### src/fpod_ram.sv
// Generic single-port-write, registered-read RAM.
`default_nettype none
module fpod_ram #(
  parameter int WIDTH = 33,
  parameter int DEPTH = 64
) (
  input  wire logic                     clk,
  input  wire logic                     we,
  input  wire logic [$clog2(DEPTH)-1:0] waddr,
  input  wire logic [WIDTH-1:0]         wdata,
  input  wire logic [$clog2(DEPTH)-1:0] raddr,
  output logic      [WIDTH-1:0]         rdata
);
  logic [WIDTH-1:0] mem [DEPTH];

  always_ff @(posedge clk) begin
    if (we) begin
      mem[waddr] <= wdata;
    end
    rdata <= mem[raddr];
  end
endmodule
`default_nettype wire

### config.mk
export PLATFORM = sky130hd
export DESIGN_NAME = fpod_ram
export DESIGN_NICKNAME = d
export VERILOG_FILES = /design/src/fpod_ram.sv
export SDC_FILE = /design/constraint.sdc
export NUM_CORES = 2
export LEC_CHECK = 0
export BUFFER_PORTS_ARGS = -buffer_cell sky130_fd_sc_hd__buf_2
export CORE_MARGIN = 1.5
export CORE_UTILIZATION = 32
export DETAILED_ROUTE_END_ITERATION = 8
export PLACE_DENSITY = 0.6
export SETUP_SLACK_MARGIN = 0.5
export SYNTH_ARGS = -nofsm -noshare
export SYNTH_HDL_FRONTEND = slang
export SYNTH_SLANG_ARGS = --single-unit
### constraint.sdc
create_clock -name clk -period 3.1 [get_ports clk]
set_input_delay 0.155 -clock clk [delete_from_list [all_inputs] [get_ports clk]]
set_output_delay 0.155 -clock clk [all_outputs]
set_load 0.02 [all_outputs]
==> results.yml <==
floorplan:
  coreArea_um2: 252000
  ios: 80
  rows: 184
  die_h_um: 507
  die_area_um2: 257000
  die_w_um: 507
  initial_core_util_pct: 32.2
cts:
  cts_root_buffer: "clkbuf_16"
  insertion_delay_ns: 0.83
  cts_buffers: 195
  cts_tree: "done"
  postCtsHoldBufs: 4
  clock_path_buffers: 3
  cts.sinks: 2145
  htree_num_levels: 4
  clk_pin_slew_ns: 0.07
  cts_resized: 0
  post_cts.repair.setup_buffers: 0
sta:
  fmax_ghz: 0.434
  worst_pin_slew_ns: 1.26
  drv_slew: 0
  min_period_ns: 2.30
  setup_violations: 0
  rsz0062_at_grt: "no"
  holdWs_ns: 0.0586
  fin_crit_sh_pct: 74.3
  finalHoldViolCount: 0
  fin_skew_ns: 0.0268
  max_slew_margin_pct: 16.0
  timing.setup.tns_ns: 0
placement:
  place_area_um2: 88100
  place_congestion: 0.781
  io_buffers: 79
  dp_hpwl_um: 122000
critical_path:
  r2r_slack_ns: 1.11
  crit_start: "raddr[2]"
  crit_arrival_ns: 3.03
  worstPathMaxFanout: 40
  critical-path-max-stage-delay_ns: 0.62
  r2r_start: "mem[2][22]"
  r2r-end: "rdata[22]"
  start_kind: "primary input"
  crit_type: "primary input to register"
  cp.buffers_inverters: 4
  crit_family: "buffers and inverters"
  crit_path_end: "rdata[19]"
  worstPathRequired_ns: 3.83
  end_kind: "register"
  cp.depth: 8
  cp_slowest_cell: "dlygate4sd3_1"
  crit_chain: "dlygate4sd3_1, buf_8, buf_12, nand2_1, buf_4, o221ai_1, o22ai_1, and3_1"
  reg2reg_depth: 4
logic_synthesis:
  synthesis.area_um2: 81200
  yosysWarnings: 0
  syn_inst: 3598
  synth-seq-cells: 2145
  synth-seq-area-share_pct: 78.9
  yosysUniqueCellTypes: 46
  syn-num-nets: 3645
  syn_avg_cell_area_um2: 22.6
cells_and_area:
  seqCellArea_um2: 64100
  design_area_um2: 94000
  layout-drive-gt1-share_pct: 28.4
  final_nets: 3960
  area_growth_syn_to_layout_pct: 15.8
  multi_input_area_um2: 16400
  nFillCells: 22700
job:
  drv_cap: 0
power:
  power_leakage_nw: 28.8
  power.total_mw: 58.1
  p_sw_mw: 12.5
  internal-power_mw: 45.6
  clock_power_share_pct: 39.3
  seqPwrFrac_pct: 55.6
  ir_worst_vdd_mv: 0.436
  combPwrFrac_pct: 5.1
  switching_share_pct: 21.5
  power.density_nw_per_um2: 618
routing:
  drtIter0Drc: 4545
  firstDrtPassIters: 6
  wl_per_cell_um: 28.9
  routed_via_density: 5.35
  drc_errors: 0
  drtAntennaViolNets: 0
  wl_um: 215000
  num_vias: 39700
grt:
  grt_start_max_net_pins: 65
  grt_pass1_wl_um: 305000
  grt_use_total_pct: 16.6
  grt_pass1_vias: 40300
  antenna_found_initial: 15
  grt_overflow: 0
outcome:
  status: "completed"
hold_path:
  holdCritPathClass: "primary input to register"
## logic make-up after synthesis
logic type / count (synthesis) / synth area share (%)
AOI/OAI and AO/OA: 281 / 2.61
muxes: 587 / 14.7
and+or+nand+nor: 378 / 2.27
DFF: 2145 / 78.9
buffers and inverters: 207 / 1.47
## synthesized netlist by cell type (all sizes together)
| cell type | number | area share, % |
|---|---|---|
| edfxtp | 2112 | 78 |
| mux4 | 485 | 13 |
| buf | 122 | 1.1 |
| nand2 | 102 | 0.47 |
| mux2i | 96 | 1.2 |
| nand3 | 86 | 0.53 |
| clkbuf | 82 | 0.38 |
| a22oi | 77 | 0.71 |
| nor2 | 71 | 0.33 |
| o22ai | 59 | 0.45 |
| o221ai | 46 | 0.50 |
| nand4 | 41 | 0.32 |
| dfxtp | 33 | 0.81 |
| a211oi | 29 | 0.33 |
| nor2b | 23 | 0.18 |
| and3 | 19 | 0.15 |
| a21oi | 17 | 0.10 |
| o21ai | 13 | 0.080 |
| and2 | 12 | 0.092 |
| a211o | 8 | 0.086 |
| a221oi | 8 | 0.086 |
| o211ai | 8 | 0.074 |
| o221a | 8 | 0.11 |
| mux2 | 6 | 0.083 |
| nand2b | 5 | 0.039 |
| nor3 | 5 | 0.031 |
| a31oi | 4 | 0.031 |
| and4b | 4 | 0.049 |
| or3 | 3 | 0.023 |
| or3b | 3 | 0.032 |
| inv | 2 | 0.0092 |
| nand3b | 2 | 0.018 |
| a31o | 1 | 0.011 |
| clkinv | 1 | 0.0046 |
| nand4b | 1 | 0.011 |
| o2111ai | 1 | 0.011 |
| o22a | 1 | 0.011 |
| o32ai | 1 | 0.011 |
| or2 | 1 | 0.0077 |
## how the worst min path moves through the flow
| stage | from | endpoint | slack (ns) | depth (start not counted) |
|---|---|---|---|---|
| 6_report | raddr[4] | rdata[4] | 0.06 | 4 |
| 2_1_floorplan | wdata[0] | mem[0][0] | 0.25 | 0 |
| 4_1_cts | wdata[7] | mem[2][7] | 0.01 | 1 |
| 3_5_place_dp | rdata[31] | rdata[31] | 0.58 | 1 |
| 5_1_grt | raddr[4] | rdata[4] | 0.07 | 4 |
| 3_3_place_gp | rdata[31] | rdata[31] | 0.58 | 1 |
## sequential cells by signal (all words and copies together), names as in the netlist
signal / flops
rdata: 33
mem: 2112
## cells in the final DEF (no fill, tap or decap), types with 21 or more instances in the layout
cell type	synthesis	final
clkinv_1	1	53
nor2b_1	23	21
nand2_1	102	102
mux2i_1	96	96
clkbuf_1	82	39
o22ai_1	59	59
nand3_1	86	86
buf_2	58	75
buf_12	1	89
clkinv_2	0	34
edfxtp_1	2112	2112
a22oi_1	77	77
clkbuf_16	0	197
dfxtp_1	33	33
nand4_1	41	41
o221ai_1	46	46
nor2_4	0	65
mux4_2	485	485
buf_4	17	151
## layer usage
metal	track usage (%)	part of all wire, %	vias up
met4	4.24	2.0	4
met1	23.8	43	21700
met2	26.3	47	1702
met5	0	0.013	-
li1	-	-	16000
met3	2.64	7.8	267
## through the flow
step / cells / worst slack, ns / utilization, %
floorplan: 3598 / 0.250 / -
global placement: 7060 / 0.429 / 35.0
detailed placement: 7060 / 0.409 / 35.0
CTS: 7413 / 0.797 / 37.3
global route: 7414 / 0.768 / 37.3
finish: 7417 / 0.798 / 37.3
## area by class of cell
type / instances / area share [%]
Clock buffer: 242 / 5.49
Tap cell: 3348 / 4.46
Sequential cell: 2145 / 68.2
Antenna cell: 4 / 0.0106
Multi-Input combinational cell: 1246 / 17.5
Clock inverter: 107 / 0.773
Inverter: 3 / 0.0120
Timing Repair Buffer: 322 / 3.59
## power groups by stage
stage	clock network, mW	logic [mW]	registers, mW
after global placement	0	2.98	32.9
after global routing	24.3	3.17	32.3
after CTS	23.2	3.04	32.3
final	22.8	2.99	32.3
after floorplan	0	1.55	32.9
after detailed placement	0	3.03	32.9
## worst reg2reg max path, delay by kind of cell, from the launching register on
| family | cells | cell delay, ns |
|---|---|---|
| muxes | 1 | 0.49 |
| DFF | 1 | 0.36 |
| AOI/OAI and AO/OA | 1 | 0.34 |
| and+or+nand+nor | 2 | 0.71 |
No activity file was read; power rests on OpenSTA's default activity.
